File: src/rtl/rgsd_pkg.sv
// Shared types and constants for the run-length glyph span decoder.
package rgsd_pkg;

    localparam int DIM_W   = 7;
    localparam int COORD_W = 16;
    localparam int WORD_W  = 32;
    localparam int RUN_W   = 16;
    localparam int LIT_W   = 9;

    localparam logic [WORD_W-1:0] LIT_HDR_MASK = 32'hFFFF_FF00;
    localparam logic [LIT_W-1:0]  LIT_RUN_BASE = 9'h100;

    localparam logic [1:0] MODE_HEADER  = 2'd0;
    localparam logic [1:0] MODE_LITERAL = 2'd1;
    localparam logic [1:0] MODE_REPEAT  = 2'd2;

    typedef struct packed {
        logic               start_glyph;
        logic [DIM_W-1:0]   glyph_width;
        logic [DIM_W-1:0]   glyph_height;
        logic [COORD_W-1:0] origin_x;
        logic [COORD_W-1:0] origin_y;
        logic [WORD_W-1:0]  data_word;
    } word_t;

    typedef struct packed {
        logic [COORD_W-1:0] span_x;
        logic [COORD_W-1:0] span_y;
        logic [DIM_W-1:0]   span_length;
        logic [WORD_W-1:0]  span_color;
        logic               glyph_done;
        logic               last;
    } span_t;

    typedef struct packed {
        logic load;
        logic step;
    } cmd_t;

    typedef struct packed {
        logic spans_due;
        logic out_free;
        logic step_last;
    } sts_t;

endpackage

File: src/rtl/rgsd_chan_if.sv
// Valid/ready channel carrying one payload per request.
interface rgsd_chan_if #(
    parameter type payload_t = logic
) ();
    logic     valid;
    logic     ready;
    payload_t payload;

    modport source (output valid, output payload, input ready);
    modport sink   (input valid, input payload, output ready);
endinterface

File: src/rtl/rgsd_ctrl.sv
// Controller: takes words and sequences the span steps of each one.
module rgsd_ctrl (
    input  logic          clk,
    input  logic          rst_n,
    input  logic          in_valid,
    output logic          in_ready,
    input  rgsd_pkg::sts_t sts,
    output rgsd_pkg::cmd_t cmd
);
    import rgsd_pkg::*;

    localparam logic S_IDLE = 1'b0;
    localparam logic S_SPAN = 1'b1;

    logic state_reg;
    logic state_next;

    always_comb
    begin
        in_ready   = (state_reg == S_IDLE);
        cmd.load   = in_valid && (state_reg == S_IDLE);
        cmd.step   = (state_reg == S_SPAN) && sts.out_free;
        state_next = state_reg;
        unique case (state_reg)
            S_IDLE:
            begin
                if (cmd.load && sts.spans_due)
                begin
                    state_next = S_SPAN;
                end
            end
            S_SPAN:
            begin
                if (cmd.step && sts.step_last)
                begin
                    state_next = S_IDLE;
                end
            end
            default:
            begin
                state_next = S_IDLE;
            end
        endcase
    end

    always_ff @(posedge clk or negedge rst_n)
    begin
        if (!rst_n)
        begin
            state_reg <= S_IDLE;
        end
        else
        begin
            state_reg <= state_next;
        end
    end

endmodule

File: src/rtl/rgsd_dpath.sv
// Datapath: run decoding, glyph cursor, span splitting and output register.
module rgsd_dpath #(
    parameter int MAX_GLYPH_WIDTH  = 64,
    parameter int MAX_GLYPH_HEIGHT = 64
) (
    input  logic            clk,
    input  logic            rst_n,
    input  rgsd_pkg::word_t word,
    input  rgsd_pkg::cmd_t  cmd,
    output rgsd_pkg::sts_t  sts,
    input  logic            out_ready,
    output logic            out_valid,
    output rgsd_pkg::span_t span
);
    import rgsd_pkg::*;

    // The width field cannot exceed its own 7-bit range, whatever the limit.
    localparam int DIM_MAX = (1 << DIM_W) - 1;
    localparam int EFF_W   = (MAX_GLYPH_WIDTH < DIM_MAX) ? MAX_GLYPH_WIDTH : DIM_MAX;
    localparam int EFF_H   = MAX_GLYPH_HEIGHT;
    localparam int COL_W   = (EFF_W > 1) ? $clog2(EFF_W) : 1;
    localparam int ROW_W   = $clog2(EFF_H + 1);
    localparam int PIX_W   = $clog2(EFF_W * EFF_H + 1);
    localparam int SUM_W   = ((COL_W > DIM_W) ? COL_W : DIM_W) + 1;

    logic [1:0]         mode_reg,      mode_next;
    logic [LIT_W-1:0]   run_left_reg,  run_left_next;
    logic [RUN_W-1:0]   repeat_reg,    repeat_next;
    logic [RUN_W-1:0]   span_left_reg, span_left_next;
    logic [WORD_W-1:0]  color_reg,     color_next;
    logic [COL_W-1:0]   col_reg,       col_next;
    logic [ROW_W-1:0]   row_reg,       row_next;
    logic [PIX_W-1:0]   emitted_reg,   emitted_next;
    logic [DIM_W-1:0]   width_reg,     width_next;
    logic [PIX_W-1:0]   total_reg,     total_next;
    logic [COORD_W-1:0] ox_reg,        ox_next;
    logic [COORD_W-1:0] oy_reg,        oy_next;
    logic               finished_reg,  finished_next;
    logic               out_valid_reg, out_valid_next;
    span_t              out_reg,       out_next;

    logic [DIM_W-1:0]   w_clamp;
    logic [DIM_W-1:0]   h_clamp;
    logic [2*DIM_W-1:0] area;
    logic               eff_fin;
    logic [1:0]         eff_mode;
    logic               lit_hdr;
    logic [RUN_W-1:0]   room_row;
    logic [RUN_W-1:0]   room_pix;
    logic [RUN_W-1:0]   n_wide;
    logic [DIM_W-1:0]   n;
    logic [SUM_W-1:0]   col_sum;
    logic [PIX_W:0]     emitted_sum;
    logic               done;

    always_comb
    begin
        if (word.glyph_width == '0)
        begin
            w_clamp = DIM_W'(1);
        end
        else if (word.glyph_width > DIM_W'(EFF_W))
        begin
            w_clamp = DIM_W'(EFF_W);
        end
        else
        begin
            w_clamp = word.glyph_width;
        end

        if (word.glyph_height == '0)
        begin
            h_clamp = DIM_W'(1);
        end
        else if (word.glyph_height > DIM_W'(EFF_H))
        begin
            h_clamp = DIM_W'(EFF_H);
        end
        else
        begin
            h_clamp = word.glyph_height;
        end
    end

    assign area = w_clamp * h_clamp;

    // A start word resets the glyph before it is decoded as a header.
    assign eff_fin  = word.start_glyph ? 1'b0 : finished_reg;
    assign eff_mode = word.start_glyph ? MODE_HEADER : mode_reg;
    assign lit_hdr  = ((word.data_word & LIT_HDR_MASK) == LIT_HDR_MASK);

    // A span stops at the row end, the run end or the glyph end.
    always_comb
    begin
        room_row = RUN_W'(width_reg - DIM_W'(col_reg));
        room_pix = RUN_W'(total_reg - emitted_reg);
        n_wide   = span_left_reg;
        if (room_row < n_wide)
        begin
            n_wide = room_row;
        end
        if (room_pix < n_wide)
        begin
            n_wide = room_pix;
        end
        n           = n_wide[DIM_W-1:0];
        col_sum     = SUM_W'(col_reg) + SUM_W'(n);
        emitted_sum = {1'b0, emitted_reg} + (PIX_W+1)'(n);
        done        = (emitted_sum >= {1'b0, total_reg});
    end

    always_comb
    begin
        sts.spans_due = !eff_fin && ((eff_mode == MODE_LITERAL) ||
                        ((eff_mode == MODE_REPEAT) && (repeat_reg != '0)));
        sts.out_free  = !out_valid_reg || out_ready;
        sts.step_last = done || (span_left_reg == RUN_W'(n));
    end

    always_comb
    begin
        mode_next      = mode_reg;
        run_left_next  = run_left_reg;
        repeat_next    = repeat_reg;
        span_left_next = span_left_reg;
        color_next     = color_reg;
        col_next       = col_reg;
        row_next       = row_reg;
        emitted_next   = emitted_reg;
        width_next     = width_reg;
        total_next     = total_reg;
        ox_next        = ox_reg;
        oy_next        = oy_reg;
        finished_next  = finished_reg;
        out_next       = out_reg;
        out_valid_next = out_valid_reg && !out_ready;

        if (cmd.load)
        begin
            if (word.start_glyph)
            begin
                width_next    = w_clamp;
                total_next    = PIX_W'(area);
                ox_next       = word.origin_x;
                oy_next       = word.origin_y;
                col_next      = '0;
                row_next      = '0;
                emitted_next  = '0;
                run_left_next = '0;
                repeat_next   = '0;
                finished_next = 1'b0;
                mode_next     = MODE_HEADER;
            end
            if (!eff_fin)
            begin
                color_next = word.data_word;
                unique case (eff_mode)
                    MODE_HEADER:
                    begin
                        if (lit_hdr)
                        begin
                            run_left_next = LIT_RUN_BASE - LIT_W'(word.data_word[7:0]);
                            mode_next     = MODE_LITERAL;
                        end
                        else
                        begin
                            repeat_next = word.data_word[RUN_W-1:0];
                            mode_next   = MODE_REPEAT;
                        end
                    end
                    MODE_LITERAL:
                    begin
                        span_left_next = RUN_W'(1);
                    end
                    default:
                    begin
                        // A zero-length repeat still consumes its color word.
                        span_left_next = repeat_reg;
                        if (repeat_reg == '0)
                        begin
                            mode_next = MODE_HEADER;
                        end
                    end
                endcase
            end
        end

        if (cmd.step)
        begin
            out_next.span_x      = ox_reg + COORD_W'(col_reg);
            out_next.span_y      = oy_reg + COORD_W'(row_reg);
            out_next.span_length = n;
            out_next.span_color  = color_reg;
            out_next.glyph_done  = done;
            out_next.last        = sts.step_last;
            out_valid_next       = 1'b1;

            if (col_sum == SUM_W'(width_reg))
            begin
                col_next = '0;
                row_next = row_reg + ROW_W'(1);
            end
            else
            begin
                col_next = col_sum[COL_W-1:0];
            end
            emitted_next   = emitted_sum[PIX_W-1:0];
            span_left_next = span_left_reg - RUN_W'(n);

            if (done)
            begin
                finished_next = 1'b1;
                mode_next     = MODE_HEADER;
            end
            else if (sts.step_last)
            begin
                if (mode_reg == MODE_LITERAL)
                begin
                    run_left_next = run_left_reg - LIT_W'(1);
                    if (run_left_reg == LIT_W'(1))
                    begin
                        mode_next = MODE_HEADER;
                    end
                end
                else
                begin
                    repeat_next = '0;
                    mode_next   = MODE_HEADER;
                end
            end
        end
    end

    always_ff @(posedge clk or negedge rst_n)
    begin
        if (!rst_n)
        begin
            mode_reg      <= MODE_HEADER;
            run_left_reg  <= '0;
            repeat_reg    <= '0;
            span_left_reg <= '0;
            col_reg       <= '0;
            row_reg       <= '0;
            emitted_reg   <= '0;
            width_reg     <= DIM_W'(1);
            total_reg     <= PIX_W'(1);
            ox_reg        <= '0;
            oy_reg        <= '0;
            finished_reg  <= 1'b1;
            out_valid_reg <= 1'b0;
        end
        else
        begin
            mode_reg      <= mode_next;
            run_left_reg  <= run_left_next;
            repeat_reg    <= repeat_next;
            span_left_reg <= span_left_next;
            col_reg       <= col_next;
            row_reg       <= row_next;
            emitted_reg   <= emitted_next;
            width_reg     <= width_next;
            total_reg     <= total_next;
            ox_reg        <= ox_next;
            oy_reg        <= oy_next;
            finished_reg  <= finished_next;
            out_valid_reg <= out_valid_next;
        end
    end

    always_ff @(posedge clk)
    begin
        color_reg <= color_next;
        out_reg   <= out_next;
    end

    assign out_valid = out_valid_reg;
    assign span      = out_reg;

endmodule

File: src/rtl/rle_glyph_span_decoder.sv
// Top level of the run-length glyph span decoder.
//
//   Channel   Role    Payload
//   words     sink    start_glyph, glyph_width, glyph_height, origin_x, origin_y, data_word
//   spans     source  span_x, span_y, span_length, span_color, glyph_done, last
//
// A header word, or any word while no glyph is open, is taken without forming a span.
// A literal pixel word is taken first and then forms its single span.
// A repeat color word is taken first and then forms one span for each glyph row the
// run touches, since a single span unit forms one span per cycle while the output is free.
// Reset clears the decoder to "glyph finished"; words are ignored until a start.
// A stalled span holds in the output register; a new word is taken once the
// last span of the previous word sits there.
module rle_glyph_span_decoder #(
    parameter int MAX_GLYPH_WIDTH  = 64,
    parameter int MAX_GLYPH_HEIGHT = 64
) (
    input logic         clk,
    input logic         rst_n,
    rgsd_chan_if.sink   words,
    rgsd_chan_if.source spans
);
    import rgsd_pkg::*;

    cmd_t cmd;
    sts_t sts;

    rgsd_ctrl u_ctrl (
        .clk      (clk),
        .rst_n    (rst_n),
        .in_valid (words.valid),
        .in_ready (words.ready),
        .sts      (sts),
        .cmd      (cmd)
    );

    rgsd_dpath #(
        .MAX_GLYPH_WIDTH  (MAX_GLYPH_WIDTH),
        .MAX_GLYPH_HEIGHT (MAX_GLYPH_HEIGHT)
    ) u_dpath (
        .clk       (clk),
        .rst_n     (rst_n),
        .word      (words.payload),
        .cmd       (cmd),
        .sts       (sts),
        .out_ready (spans.ready),
        .out_valid (spans.valid),
        .span      (spans.payload)
    );

endmodule

File: src/flat_wrapper.sv
// flat-port wrapper written by rule: the top's interface ports become plain ports
module rle_glyph_span_decoder_flat import rgsd_pkg::*;
#(
    parameter int MAX_GLYPH_WIDTH  = 64,
    parameter int MAX_GLYPH_HEIGHT = 64
)
  (clk, rst_n, words_valid, words_payload, words_ready, spans_valid, spans_payload, spans_ready);
  rgsd_chan_if words_i ();
  rgsd_chan_if spans_i ();
  input logic clk;
  input logic rst_n;
  input wire logic [$bits(words_i.valid)-1:0] words_valid;
  input wire logic [$bits(words_i.payload)-1:0] words_payload;
  output wire logic [$bits(words_i.ready)-1:0] words_ready;
  output wire logic [$bits(spans_i.valid)-1:0] spans_valid;
  output wire logic [$bits(spans_i.payload)-1:0] spans_payload;
  input wire logic [$bits(spans_i.ready)-1:0] spans_ready;
  assign words_i.valid = words_valid;
  assign words_i.payload = words_payload;
  assign words_ready = words_i.ready;
  assign spans_valid = spans_i.valid;
  assign spans_payload = spans_i.payload;
  assign spans_i.ready = spans_ready;
  rle_glyph_span_decoder #(.MAX_GLYPH_WIDTH(MAX_GLYPH_WIDTH), .MAX_GLYPH_HEIGHT(MAX_GLYPH_HEIGHT)) u_core (.clk(clk), .rst_n(rst_n), .words(words_i), .spans(spans_i));
endmodule
File: config.mk
export PLATFORM = sky130hd
export DESIGN_NAME = rle_glyph_span_decoder_flat
export DESIGN_NICKNAME = d
export VERILOG_FILES = /design/src/rtl/rgsd_pkg.sv /design/src/rtl/rgsd_chan_if.sv /design/src/rtl/rgsd_ctrl.sv /design/src/rtl/rgsd_dpath.sv /design/src/rtl/rle_glyph_span_decoder.sv /design/src/flat_wrapper.sv
export SDC_FILE = /design/constraint.sdc
export NUM_CORES = 1
export LEC_CHECK = 0
export BUFFER_PORTS_ARGS = -buffer_cell sky130_fd_sc_hd__buf_2
export CORE_MARGIN = 3
export CORE_UTILIZATION = 45
export CTS_BUF_LIST = sky130_fd_sc_hd__clkbuf_4 sky130_fd_sc_hd__clkbuf_8
export DETAILED_ROUTE_END_ITERATION = 7
export SETUP_SLACK_MARGIN = 0.1
export SLEW_MARGIN = 15
export SYNTH_ARGS = -nofsm -noshare
export SYNTH_HDL_FRONTEND = slang
export SYNTH_HIERARCHICAL = 1
export SYNTH_SLANG_ARGS = --single-unit
File: constraint.sdc
create_clock -name clk -period 12.64 [get_ports clk]
set_input_delay 1.264 -clock clk [delete_from_list [all_inputs] [get_ports clk]]
set_output_delay 1.264 -clock clk [all_outputs]
set_load 0.03 [all_outputs]
# Yosys cells after proc, flatten, opt, wreduce, memory -nomap -nowiden
# Cells that the tools add are included.
# Widths: inputs -> output; s select.
[op_classes]
order_cmp = 3
n_addsub = 6
n_eq_ne = 6
bitwise = 2
muxes = 12
reduce_logical = 14
[op_table]
columns = ["operator", "n"]
rows = [
  ["$lt 16x16->1", 2],
  ["$mux 16", 2],
  ["$eq 16x7->1", 1],
  ["$sub 16x7->16", 1],
  ["$add 13x7->14", 1],
  ["$ge 14x1->1 const B", 1],
  ["$sub 1x13->14 const A", 1],
  ["$mux 2", 5],
  ["$eq 9x1->1 const B", 1],
  ["$sub 9x1->9 const B", 1],
  ["$add 6x7->8", 1],
  ["$eq 8x1->1 const B", 1],
  ["$mux 7", 1],
  ["$sub 1x6->7 const A", 1],
  ["$mux 6", 1],
  ["$reduce_and 3->1", 2],
  ["$logic_and 1x1->1", 4],
  ["$reduce_and 4->1", 1],
  ["$reduce_bool 2->1", 2],
  ["$ne 3x2->1 const B", 1],
  ["$eq 2x1->1 const B", 1],
  ["$logic_not 1->1", 2],
  ["$logic_not 2->1", 1],
  ["$logic_or 1x1->1", 2],
  ["4 further kinds", 6],
]
[totals]
out_inout_bits = 3
wordCells = 51
input_bits = 5
register_bits = 49

# Depth between registers and ports, before layout
# Gate-level depths: netlist of run 1.
[depth]
ltp_word = 11
depth_mapped = 43
ltp_nobuf = 41

# Cells and area by module
# Netlist of run 1, hierarchy kept.
[by_module_without_submodules]
columns = ["module", "n_inst", "area_per_inst_um2", "seq_area_each_um2", "cells_each"]
rows = [
  ["rgsd_dpath", 1, 14320.0, 6234.7, 1470],
  ["rgsd_ctrl", 1, 56.3, 25.0, 6],
  ["rle_glyph_span_decoder", 1, 3.8, 0.0, 1],
]

# Worst setup path after synthesis of run 1
# No wires, ideal clock.
[synth_timing]
path_type = "register to register"
startpoint = "reg u_core.u_dpath.col_reg[1]"
endpoint = "reg u_core/u_dpath/repeat_reg[10] (netlist name)"
arrival_ps = 9554
stages_incl_launch_ff = 42
n_path_buf = 2
synth_period_minus_slack_ps = 9691
path_slack_ps = 2949
t_required_ps = 12504
cell_sequence = "dfrtp_1 > inv_1 > ha_1 > nor2b_1 > o21ai_0 > a21boi_0 > o21ai_0 > a21oi_1 > nor3_1 > ha_1 > a41oi_2 > o21ai_2 > a221oi_4 > o21ai_2 > clkbuf_1 > nor4_1 > a21oi_1 > ha_1 > [... 6 more ...] > inv_1 > fa_1 > nor2b_1 > o21ai_0 > a21boi_0 > o21ai_0 > a21boi_0 > o2111ai_1 > or3_1 > xnor2_1 > ha_1 > o2111ai_1 > o21ai_0 > a31oi_1 > nand2_1 > nor3_2 > clkbuf_1 > a21oi_1"
[synth_lines]
columns = ["element", "line_no", "rtl"]
rows = [
  ["start, declared", "rgsd_dpath.sv:31", "logic [COL_W-1:0] col_reg, col_next;"],
  ["start signal, assigned", "rgsd_dpath.sv:258", "col_reg <= col_next;"],
]

==> metrics, run 1 <==
Worst R2R Setup Slack about 1.8 ns; clock sink count between 80 and 90; crit path launch type register; largest net degree at the start of global routing 49; post-route DRC violation count 0; met3 Use GR 0.0228; Port Buffers 7; initial antenna violation count 0; met2 Usage GRT 0.318; Core Rows 50; max-capacitance violation count 0; synthesis-to-finish area growth 9.84%; # nets final roughly 1,300; total track usage 0.205; CTS Hold Bufs 0; depth of the CTS H-tree 3; die area between 20,000 and 25,000 um^2; Sum Neg Setup Slack 0 ns; Worst setup startpoint u_core/u_dpath/col_reg[1]; Clock transition at path regs around 0.090 ns; Crit path top cell by count o21ai_0; post-CTS resize count 0; clk buf depth 2; number of buffers created by CTS 9; Clock Tree Root clkbuf_8; die width 147 um; Via Count 7,606; 1st-iter DRT viols between 300 and 400; M1 GR Usage 0.308; core area about 19,000 um^2; total gr overflow 0; RSZ-0062 raised after global routing false; Critical Setup Path Class reg -> reg; antenna viol nets, final 0; routed vias/inst between 5 and 6; Placer Congestion approximately 0.93; gr busiest metal met2; CTS tree built; Post-Syn Area 8910 um^2; reg2reg end u_core/u_dpath/repeat_reg[11]; share of layout cells above drive strength 1 0.0428; Syn Inst Count between 1,000 and 1,500; status complete, but fails checks; final hold viol count 0; First-pass DRT Iterations 6; reg2reg path depth 39; FILL cells 1,878; Initial Util 0.467; final max-slew violation count 48; Least-Margin Pin Slew roughly 1.6 ns; final WL roughly 21,000 um; max incr delay on CP between 0.8 and 0.9 ns; Yosys Warn Count 6; min Tclk post-route approximately 11 ns; clk_lat worst skew approximately 0.37 ns; die height around 150 um; vias in the first global route ~7,300; CP arrival 11.10 ns; Critical R2R Launch u_core/u_dpath/col_reg[1]; Slew HR -0.0610; Worst EP required 12.85 ns; failing checks slew limit; Layout Skew 0.0139 ns; worst min path class reg -> reg; crit path max-delay cell type nor3_2; Top-Level Pins 8; Worst setup EP type register; Mean Syn Cell Area 8.17 um^2; WL/cell around 15 um; fmax between 90 and 100 MHz; worst setup path end u_core/u_dpath/repeat_reg[11]; critical path fanouts, max 17; final worst-path cycle share 0.861; DP HPWL about 17,000 um; # Post-CTS Setup Buffers 0; final setup vio count 0; first-pass GRT wire length between 30,000 and 40,000 um
-- layout make-up --
class,instances,area [um^2],area share
clock buffers,11,145,0.0148
inverters,130,488,0.0499
repair buffers,11,67.6,0.00690
well taps,260,325,0.0332
multi-input cells,949,6550,0.669
clock inverters,4,47.5,0.00486
diodes,1,2.50,0.000256
flip-flops and latches,86,2160,0.221
-- metrics by stage --
stage                     area [um^2]  setup slack [ns]  instances  utilization  hold slack [ns]
final                            9790              1.75       1452        0.513            0.500
after global routing             9780             0.671       1451        0.513            0.531
after CTS                        9780              1.45       1451        0.512            0.497
after detailed placement         9580              1.48       1436        0.502            0.484
after global placement           9580              1.78       1436        0.502            0.481
after floorplan                  9320              3.05       1198            -            0.464
-- layer usage --
metal  vias up  part of all wire
li1       3878                 -
met5         -                 0
met4         0             0.012
met3        19             0.027
met1      3615              0.52
met2        94              0.44
-- worst max-delay path, delay by kind of cell, from the launching register on --
family,cells,cell delay [ns]
buf+inv,2,0.29
fa+ha+maj,5,1.70
flops,1,0.40
compound gates,22,4.27
xor+xnor,1,0.20
simple gates,8,3.57
mux,1,0.29
-- worst min path at each step --
stage	start	end	slack (ns)	cells after the start
finish	u_core/u_dpath/total_reg[0]	u_core/u_dpath/total_reg[0]	0.50	2
global route	u_core/u_dpath/width_reg[0]	u_core/u_dpath/width_reg[0]	0.53	2
CTS	u_core/u_dpath/total_reg[0]	u_core/u_dpath/total_reg[0]	0.50	2
detailed placement	u_core/u_dpath/total_reg[0]	u_core/u_dpath/total_reg[0]	0.48	2
global placement	u_core/u_dpath/total_reg[0]	u_core/u_dpath/total_reg[0]	0.48	2
floorplan	u_core/u_dpath/total_reg[0]	u_core/u_dpath/total_reg[0]	0.46	2
-- layout by cell type, fill, tap and decap left out, types with 13 or more instances in the layout --
cell,instances
nor3_1,27
inv_1,129
o21ai_0,72
mux2i_1,13
fa_1,28
ha_1,115
xor2_1,13
nor2b_1,24
conb_1,109
xnor2_1,38
nand2_1,133
a21oi_1,79
a21o_1,18
nor2_1,63
dfrtp_1,82
nand3_1,24
Power of run 1 is not shown: default switching activity piles up to over one toggle a cycle in this logic, so the estimate is an artifact.
==> inputs of run 2 (changes only) <==
--- a/config.mk
+++ b/config.mk
@@ -7,9 +7,10 @@
 export LEC_CHECK = 0
 export BUFFER_PORTS_ARGS = -buffer_cell sky130_fd_sc_hd__buf_2
 export CORE_MARGIN = 3
-export CORE_UTILIZATION = 45
+export CORE_UTILIZATION = 40
 export CTS_BUF_LIST = sky130_fd_sc_hd__clkbuf_4 sky130_fd_sc_hd__clkbuf_8
 export DETAILED_ROUTE_END_ITERATION = 7
+export REMOVE_ABC_BUFFERS = 1
 export SETUP_SLACK_MARGIN = 0.1
 export SLEW_MARGIN = 15
 export SYNTH_ARGS = -nofsm -noshare
==> metrics, run 2 (synthesis gave the netlist of run 1 again) <==
min Tclk post-route 10.83 ns (-0.0605 ns); Critical Setup Path Class reg -> reg; Core Rows 53 (+6.0%); clk buf depth 2 (unchanged); First-pass DRT Iterations 5 (-1); Crit path top cell by count o21ai_0; CP arrival 11.05 ns (-0.05 ns); final hold viol count 0 (unchanged); CP Buf/Inv Count 2 (unchanged); CTS Hold Bufs 0 (unchanged); Clock transition at path regs 0.10 ns (about the same); total gr overflow 0 (unchanged); Post-Place Cells 1,451 (+1.0%); Sum Neg Setup Slack 0 ns (unchanged); critical path fanouts, max 17 (unchanged); max incr delay on CP 0.87 ns (about the same); max-capacitance violation count 0 (unchanged); Worst EP required 12.86 ns (about the same); antenna viol nets, final 0 (unchanged); core area 21,400 um^2 (+12%); RSZ-0062 raised after global routing false; Worst setup EP type register; Port Buffers 7 (unchanged); die width 155 um (+5.8%); total track usage 0.184 (-0.0211); fmax 92.3 MHz (+0.56%); final setup vio count 0 (unchanged); Slew HR -0.0467 (+0.0143); Top-Level Pins 8 (unchanged); commonest non-fill, non-tap cell in the layout nand2_1; post-route DRC violation count 0 (unchanged); final max-slew violation count 48 (unchanged); synthesis-to-finish area growth 9.84% (unchanged); crit path max-delay cell type nor3_2; vias in the first global route 7,187 (-1.0%); pre-CTS setup slack 1.54 ns (+0.0606 ns); commonest cells after routing, fill and taps aside nand2_1, inv_1, ha_1; clk_lat worst skew 0.39 ns (+0.02 ns); DP HPWL 16,900 um (+1.4%); Placer Congestion 0.860 (-7.4%); share of layout cells above drive strength 1 0.0428 (about the same); depth of the CTS H-tree 3 (unchanged); 1st-iter DRT viols 366 (+5.5%); first-pass GRT wire length 36,200 um (-0.87%); crit path launch type register; # Post-CTS Setup Buffers 0 (unchanged); largest net degree at the start of global routing 77 (+57%); failing checks slew limit; # nets final 1,335 (unchanged); Final Non-Filler Cells 1,467 (+1.0%); Layout Skew 0.0171 ns (+0.00321 ns); number of buffers created by CTS 9 (unchanged); Least-Margin Pin Slew 1.57 ns (-0.0214 ns); Via Count 7,638 (+0.42%); die area 24,100 um^2 (+12%); clock sink count 86 (unchanged); diode count 0 (-1); Worst Slack Setup Final 1.81 ns (+0.0605 ns); CP top delay family compound AO/OA/AOI/OAI gates; WL/cell 14.6 um (-0.90%); post-CTS resize count 0 (unchanged); status complete, but fails checks; final WL 21,300 um (+0.12%); routed vias/inst 5.21 (-0.61%); initial antenna violation count 0 (unchanged); die height 155 um (+5.8%); Clock Tree Root clkbuf_8; worst min path class reg -> reg; final worst-path cycle share 0.857 (-0.00479); Initial Util 0.416 (-0.0510); CTS tree built
-- run 2: stage by stage --
step	hold slack [ns]	instance area (um^2)	utilization
2_1_floorplan	0.464	9190	-
3_5_place_dp	0.486	9600	0.448
4_1_cts	0.499	9780	0.457
5_1_grt	0.519	9790	0.457
3_3_place_gp	0.480	9600	0.448
6_report	0.496	9790	0.457
-- run 2: area by class of cell --
class,instances,area (um^2)
clock inverters,7,55.1
flip-flops and latches,86,2160
inverters,130,488
clock buffers,9,124
multi-input cells,949,6550
well taps,275,344
repair buffers,11,67.6
fillers,2177,11600
-- run 2: worst paths after layout --
check / startpoint / end / slack (ns) / depth (start not counted)
max reg2reg: u_core/u_dpath/col_reg[1] / u_core/u_dpath/repeat_reg[11] / 1.81 / 39
min reg2reg: u_core/u_dpath/total_reg[0] / u_core/u_dpath/total_reg[0] / 0.50 / 2
min: u_core/u_dpath/total_reg[0] / u_core/u_dpath/total_reg[0] / 0.50 / 2
max in group asynchronous: rst_n / u_core/u_dpath/col_reg[0] / 10.69 / 2
max: u_core/u_dpath/col_reg[1] / u_core/u_dpath/repeat_reg[11] / 1.81 / 39
min in group asynchronous: rst_n / u_core/u_dpath/col_reg[5] / 0.69 / 1
-- run 2: layer usage --
metal  global-route usage  up-vias  part of all wire
met5                    0        -                 0
met4               0.0296        0            0.0091
met3               0.0314       12             0.036
met2                0.291      135              0.45
met1                0.269     3608              0.50
li1                     -     3883                 -
-- run 2: worst min-delay path, cell delays in order, from the launching register on --
cell     delay (ns)
dfstp_2        0.39
nand2_1        0.05
o31ai_1        0.06
Power of run 2 is left out for the same reason.
